[src/ctws_pkg.sv]
// Package for the compact-target work accumulator.
// Holds the transaction payload types, the controller/datapath interface structs and sizes.
// No dependencies.
`default_nettype none

package ctws_pkg;

	// Width of the expanded target, divider and running sum
	localparam int unsigned SUM_W = 256;
	// One quotient bit per divider step
	localparam int unsigned DIV_STEPS = SUM_W;
	localparam int unsigned CNT_W = $clog2(DIV_STEPS);

	// Input transaction: one compact difficulty word
	typedef struct packed {
		logic [31:0] target_bits;
		logic        last_header;
	} hdr_t;

	// Output transaction: the 256-bit work sum as four 64-bit words
	typedef struct packed {
		logic [63:0] work_word3;
		logic [63:0] work_word2;
		logic [63:0] work_word1;
		logic [63:0] work_word0;
	} work_t;

	// Controller to datapath commands
	typedef struct packed {
		logic capture; // latch the incoming word
		logic load;    // expand the target, set up the divider
		logic step;    // one restoring division step
		logic acc;     // add the work into the sum, emit on the last word
	} cmd_t;

	// Datapath to controller status
	typedef struct packed {
		logic target_ok; // word carries real work
		logic last;      // latched word ends the run
	} sts_t;

endpackage

`default_nettype wire

[src/ctws_ctrl.sv]
// Controller state machine of the compact-target work accumulator.
// Sequences capture, target expansion, the divider loop and accumulation; uses ctws_pkg.
`default_nettype none

module ctws_ctrl (
	input  wire logic          clk,
	input  wire logic          arst_n,
	input  wire logic          hdr_valid,
	output logic               hdr_stall,
	output logic               work_valid,
	input  wire logic          work_stall,
	input  wire ctws_pkg::sts_t sts,
	output ctws_pkg::cmd_t     cmd
);

	typedef enum logic [3:0] {
		ST_IDLE = 4'b0001,
		ST_LOAD = 4'b0010,
		ST_DIV  = 4'b0100,
		ST_ACC  = 4'b1000
	} state_t;

	state_t state_q, state_d;
	logic [ctws_pkg::CNT_W-1:0] cnt_q;
	logic work_valid_q;
	logic slot_free;
	logic emit;
	logic div_done;

	assign slot_free = !work_valid_q || !work_stall;
	assign div_done  = (cnt_q == ctws_pkg::CNT_W'(ctws_pkg::DIV_STEPS - 1));
	assign hdr_stall  = (state_q != ST_IDLE);
	assign work_valid = work_valid_q;

	// Next state and commands
	always_comb begin
		state_d     = state_q;
		cmd         = '0;
		emit        = 1'b0;
		case (state_q)
			ST_IDLE: begin
				if (hdr_valid) begin
					cmd.capture = 1'b1;
					state_d     = ST_LOAD;
				end
			end
			ST_LOAD: begin
				cmd.load = 1'b1;
				state_d  = sts.target_ok ? ST_DIV : ST_ACC;
			end
			ST_DIV: begin
				cmd.step = 1'b1;
				if (div_done) begin
					state_d = ST_ACC;
				end
			end
			ST_ACC: begin
				// on the last word, hold until the output register can take the sum
				if (!sts.last || slot_free) begin
					cmd.acc = 1'b1;
					emit    = sts.last;
					state_d = ST_IDLE;
				end
			end
			default: begin
				state_d = ST_IDLE;
			end
		endcase
	end

	// State, step counter and output valid
	always_ff @(posedge clk or negedge arst_n) begin
		if (!arst_n) begin
			state_q      <= ST_IDLE;
			cnt_q        <= '0;
			work_valid_q <= 1'b0;
		end else begin
			state_q <= state_d;
			if (cmd.load) begin
				cnt_q <= '0;
			end else if (cmd.step) begin
				cnt_q <= cnt_q + 1'b1;
			end
			if (emit) begin
				work_valid_q <= 1'b1;
			end else if (!work_stall) begin
				work_valid_q <= 1'b0;
			end
		end
	end

endmodule

`default_nettype wire

[src/ctws_dp.sv]
// Datapath of the compact-target work accumulator.
// Target expansion, restoring divider, 256-bit running sum and output register; uses ctws_pkg.
`default_nettype none

module ctws_dp (
	input  wire logic            clk,
	input  wire logic            arst_n,
	input  wire ctws_pkg::cmd_t  cmd,
	output ctws_pkg::sts_t       sts,
	input  wire ctws_pkg::hdr_t  hdr,
	output ctws_pkg::work_t      work
);

	localparam int unsigned W = ctws_pkg::SUM_W;

	logic [31:0]  tbits_q;
	logic         last_q;
	logic         ok_q;
	logic [W-1:0] den_q;
	logic [W-1:0] nq_q;   // numerator in, quotient out
	logic [W-1:0] rem_q;
	logic [W-1:0] sum_q;
	ctws_pkg::work_t work_q;

	logic [7:0]   exp_w;
	logic [22:0]  mant_adj;
	logic [4:0]   byte_sh;
	logic         tgt_zero;
	logic         tgt_ovf;
	logic         tgt_ok;
	logic [W-1:0] target;
	logic [W+1:0] diff;
	logic         ge;
	logic [W-1:0] sum_next;

	// Expand the compact word
	always_comb begin
		exp_w = tbits_q[31:24];
		if (exp_w <= 8'd3) begin
			mant_adj = tbits_q[22:0] >> {(2'd3 - exp_w[1:0]), 3'b000};
			byte_sh  = 5'd0;
		end else begin
			mant_adj = tbits_q[22:0];
			byte_sh  = exp_w[4:0] - 5'd3;
		end
		tgt_zero = (mant_adj == 23'd0);
		tgt_ovf  = (exp_w > 8'd34) ||
		           ((mant_adj > 23'h0000ff) && (exp_w > 8'd33)) ||
		           ((mant_adj > 23'h00ffff) && (exp_w > 8'd32));
		tgt_ok   = !tgt_zero && !tbits_q[23] && !tgt_ovf;
		target   = {{(W-23){1'b0}}, mant_adj} << {byte_sh, 3'b000};
	end

	// Restoring divider trial subtract
	assign diff = {1'b0, rem_q, nq_q[W-1]} - {2'b00, den_q};
	assign ge   = !diff[W+1];

	// Work = quotient + 1, only for a valid target
	assign sum_next = sum_q + (ok_q ? nq_q : '0) + W'(ok_q);

	assign sts.target_ok = tgt_ok;
	assign sts.last      = last_q;
	assign work          = work_q;

	// Payload registers
	always_ff @(posedge clk) begin
		if (cmd.capture) begin
			tbits_q <= hdr.target_bits;
			last_q  <= hdr.last_header;
		end
		if (cmd.load) begin
			ok_q  <= tgt_ok;
			den_q <= target + 1'b1;
			nq_q  <= ~target;
			rem_q <= '0;
		end else if (cmd.step) begin
			rem_q <= ge ? diff[W-1:0] : {rem_q[W-2:0], nq_q[W-1]};
			nq_q  <= {nq_q[W-2:0], ge};
		end
		if (cmd.acc && last_q) begin
			work_q.work_word0 <= sum_next[63:0];
			work_q.work_word1 <= sum_next[127:64];
			work_q.work_word2 <= sum_next[191:128];
			work_q.work_word3 <= sum_next[255:192];
		end
	end

	// Running sum, cleared after each run
	always_ff @(posedge clk or negedge arst_n) begin
		if (!arst_n) begin
			sum_q <= '0;
		end else if (cmd.acc) begin
			sum_q <= last_q ? '0 : sum_next;
		end
	end

endmodule

`default_nettype wire

[src/compact_target_work_sum.sv]
// A word with work is captured, its target expanded, divided by the restoring divider at
// one quotient bit per cycle, and its work accumulated; a word that adds nothing skips
// the divider. The input stalls until the current word is finished, one word at a time.
// The result waits in an output register while the next word is taken.
// Reset (arst_n low) clears the controller, output valid and the running sum to zero.
// Top level: joins the controller (ctws_ctrl) and datapath (ctws_dp); uses ctws_pkg.
`default_nettype none

module compact_target_work_sum (
	input  wire logic             clk,
	input  wire logic             arst_n,
	input  wire logic             hdr_valid,
	output logic                  hdr_stall,
	input  wire ctws_pkg::hdr_t   hdr,
	output logic                  work_valid,
	input  wire logic             work_stall,
	output ctws_pkg::work_t       work
);

	ctws_pkg::cmd_t cmd;
	ctws_pkg::sts_t sts;

	ctws_ctrl u_ctrl (
		.clk        (clk),
		.arst_n     (arst_n),
		.hdr_valid  (hdr_valid),
		.hdr_stall  (hdr_stall),
		.work_valid (work_valid),
		.work_stall (work_stall),
		.sts        (sts),
		.cmd        (cmd)
	);

	ctws_dp u_dp (
		.clk    (clk),
		.arst_n (arst_n),
		.cmd    (cmd),
		.sts    (sts),
		.hdr    (hdr),
		.work   (work)
	);

endmodule

`default_nettype wire

[config.mk]
export PLATFORM = sky130hd
export DESIGN_NAME = compact_target_work_sum
export DESIGN_NICKNAME = d
export VERILOG_FILES = /design/src/ctws_pkg.sv /design/src/ctws_ctrl.sv /design/src/ctws_dp.sv /design/src/compact_target_work_sum.sv
export SDC_FILE = /design/constraint.sdc
export NUM_CORES = 2
export LEC_CHECK = 0
export ABC_CLOCK_PERIOD_IN_PS = 13300
export BUFFER_PORTS_ARGS = -buffer_cell sky130_fd_sc_hd__buf_2
export CELL_PAD_IN_SITES_DETAIL_PLACEMENT = 0
export CELL_PAD_IN_SITES_GLOBAL_PLACEMENT = 2
export CORE_AREA = 2 2 494 496
export CTS_BUF_LIST = sky130_fd_sc_hd__clkbuf_8
export DETAILED_ROUTE_END_ITERATION = 10
export DIE_AREA = 0 0 496 498
export PLACE_DENSITY_LB_ADDON = 0.1
export SKIP_LAST_GASP = 1
export SYNTH_ARGS = -nofsm -noshare
export SYNTH_HDL_FRONTEND = slang
export SYNTH_SLANG_ARGS = --single-unit
[constraint.sdc]
create_clock -name clk -period 13.3 [get_ports clk]
set_input_delay 1.995 -clock clk [delete_from_list [all_inputs] [get_ports clk]]
set_output_delay 1.995 -clock clk [all_outputs]
set_load 0.03 [all_outputs]
==> impl_metrics.ini <==
[power]
totalPowerFinal_mw = 17.2
vdd_drop_max_mv = 0.111
leakagePower_nw = 39.5
p_per_area_nw_per_um2 = 175

[setup_path]
cp_slowest_cell = a211oi_1
r2r_cells = 18
r2r_setup_slack_ps = 6150
r2r-start = u_dp.ok_q
cp.required_ps = 14090
path_class = register to register
critPathLaunchType = register
worstSetupEndpointType = register
slowest_delay_ps = 730
crit_chain = buf_4 > buf_4 > and2_1 > ha_1 > nand4_1 > nor3_1 > nand3_1 > nor4_1 > and3_1 > o211a_1 > o21ai_1 > a211oi_1 > o2111ai_1 > a21oi_1 > o21ai_1 > a2111oi_0 > o21ai_0 > and2_1
r2r_end = u_dp.work[252]
timing.critical_path.fanout_max = 72
arrival_ps = 7940

[global_routing]
grt_pass1_wl_um = 581000
antenna_found_initial = 56
grt_pass1_vias = 78000
grt-ovfl-total = 0
grt_use_total = 0.325
grt_max_degree = 182

[floorplan]
core_um2 = 242000
chipWidth_um = 496
dieArea_um2 = 247000
start_util = 0.368
die_y_um = 498
num_rows = 181
io_pins = 295

[timing]
tns_ps = 0
maxClockFrequency_mhz = 140
slew_headroom = 0.0495
fin_crit_sh = 0.538
hold_viol = 0
layout_setup_ws_ps = 6150
drv_slew = 0
setup-violations-final = 0
skew_ps = 108
rsz0062_at_grt = no
tightest_slew_ps = 1410
final_period_minus_worst_setup_slack_ps = 7150

[clock_tree]
cts_buffers = 240
clk_latency_ps = 1060
cts_sinks = 1327
cts.path.max_buffers = 3
holdBufCountCts = 0
postCtsSetupBuffers = 0
htree_levels = 4
cts_resized = 0
cts_tree = done
clk_pin_slew_worst_paths_ps = 60
clockRootBuffer = clkbuf_8

[synthesis]
synthArstFlopShare = 0.203
synth_edf_count = 802
netlist_area_um2 = 88900
syn_nets = 11000
ys_ff_latch = 1327
ys_warn_count = 0
synth_ff_type = edfxtp_1
netlist_instances = 10500
ys_seq_area_frac = 0.404
ys_types = 115
syn_area_per_cell_um2 = 8.51

[worst_hold_path]
holdCritPathClass = register to register
min_to = u_dp.rem_q[80]
min-delay-start = u_dp.rem_q[80]
hold_depth = 2

[final_layout]
fin_util = 0.406
final_layout_size_suffix_gt1_frac = 0.0812
area_growth_pct = 10.5
nets = 11100

[flow_run]
drv_cap = 0

[placed_design]
dp_slack_ps = 6230
gp_congestion = 0.987
io_buffers = 294
dp_hpwl_um = 332000

[routing]
drcViolationCount = 0
viasPerCell = 5.99
vias = 83500
drt-total-wl_um = 414000
drtIter0Drc = 9218
drtAntennaViolNets = 0
dr.pass1.iters = 6
routedWlPerCell_um = 29.7

[status]
status = finished, final reports clean
## registers in the layout, indices dropped and copies added (netlist names)
register	count
u_ctrl.cnt_q	8
u_ctrl.state_q	4
u_ctrl.work_valid	1
u_dp.den_q	256
u_dp.last_q	1
u_dp.nq_q	256
u_dp.ok_q	1
u_dp.rem_q	256
u_dp.sum_q	256
u_dp.tbits_q	32
u_dp.work	256
## layer usage
layer,wire length [um],track usage
met5,62,0
met4,16000,0.116
met3,29800,0.0448
met2,168000,0.453
met1,200000,0.502
## through the flow
stage               hold slack [ps]  cell area (um^2)  instances
global placement                462             92900      13500
finish                          483             98200      13900
CTS                             478             98200      13900
floorplan                       445             88900      10500
global route                    492             98200      13900
detailed placement              470             92900      13500
## cells in the final DEF (no fill, tap or decap), types with 82 or more instances in the layout
| master | n |
|---|---|
| ha_1 | 516 |
| o21bai_1 | 182 |
| a22o_1 | 287 |
| edfxtp_1 | 802 |
| a21oi_1 | 1171 |
| buf_2 | 293 |
| xnor2_1 | 327 |
| nand2_1 | 1281 |
| nand4_1 | 295 |
| and2_1 | 291 |
| nand3_1 | 100 |
| xor2_1 | 194 |
| clkbuf_8 | 278 |
| a31oi_1 | 82 |
| a21o_1 | 238 |
| dfxtp_1 | 256 |
| nor2_1 | 1013 |
| buf_4 | 84 |
| o21ai_0 | 1041 |
| nor3_1 | 165 |
| inv_1 | 515 |
| dfrtp_1 | 268 |
## cells in the mapped netlist (15+ instances only)
library cell | number | area (um^2)
nand2_1 | 1282 | 4810
a21oi_1 | 1172 | 5870
o21ai_0 | 1041 | 5210
nor2_1 | 1016 | 3810
edfxtp_1 | 802 | 24100
ha_1 | 516 | 6460
clkbuf_1 | 476 | 1790
inv_1 | 460 | 1730
xnor2_1 | 327 | 2860
nand4_1 | 295 | 1850
and2_1 | 292 | 1830
a22o_1 | 287 | 2510
dfrtp_1 | 268 | 6710
dfxtp_1 | 256 | 5120
a21o_1 | 238 | 1790
xor2_1 | 194 | 1700
o21bai_1 | 182 | 1370
nor3_1 | 166 | 831
nand3_1 | 100 | 500
a31oi_1 | 82 | 513
buf_2 | 82 | 410
o21a_1 | 69 | 518
a22oi_1 | 63 | 473
o31ai_1 | 56 | 420
o21ai_1 | 51 | 255
nor4_1 | 50 | 313
nand2b_1 | 44 | 275
or2_2 | 38 | 238
a211oi_1 | 37 | 278
a21boi_0 | 33 | 248
nor2b_1 | 32 | 200
o211ai_1 | 32 | 240
o22ai_1 | 31 | 194
or3_1 | 31 | 194
a221oi_1 | 25 | 219
and3_1 | 25 | 156
mux2i_1 | 18 | 180
and4_1 | 17 | 149
o31a_1 | 15 | 131
## cells by family (layout without fill, tap and decap cells)
family | count (synthesis) | after routing | share of synthesized area
compound gates | 3581 | 3581 | 0.246
xor+xnor | 521 | 521 | 0.0513
fa+ha+maj | 519 | 519 | 0.0733
buf+inv | 1035 | 1302 | 0.0454
flops | 1327 | 1327 | 0.404
mux | 21 | 21 | 0.00241
other cells | 0 | 25 | 0
simple gates | 3450 | 3450 | 0.177
## worst max-delay path: cells and delay by family (launching register included)
| kind | cells | cell delay [ps] |
|---|---|---|
| buf+inv | 2 | 1140 |
| simple gates | 7 | 1950 |
| flops | 1 | 600 |
| compound gates | 8 | 2880 |
| fa+ha+maj | 1 | 290 |
## how the worst max path moves through the flow
stage,startpoint,to
after CTS,u_dp.ok_q,u_dp.sum_q[250]
after floorplan,work_stall,u_dp.work[0]
after global routing,u_dp.ok_q,u_dp.sum_q[250]
after detailed placement,u_dp.ok_q,u_dp.sum_q[250]
final,u_dp.ok_q,u_dp.work[252]
after global placement,u_dp.nq_q[255],u_dp.rem_q[98]
## where the power goes
part	switching [mW]	internal, mW
sequential	0.564	5.47
clock	1.97	2.32
combinational	4.99	1.92
total	7.52	9.71
## cell type report
type                    instances  area [um^2]
inverters                     461         1750
flip-flops and latches       1327        35900
clock inverters               182         1440
well taps                    3202         4010
diodes                         25         62.6
multi-input cells            8092        49000
fillers                     24900       144000
repair buffers                381         2170
clock buffers                 278         3830
(Power assumes the default switching activity.)
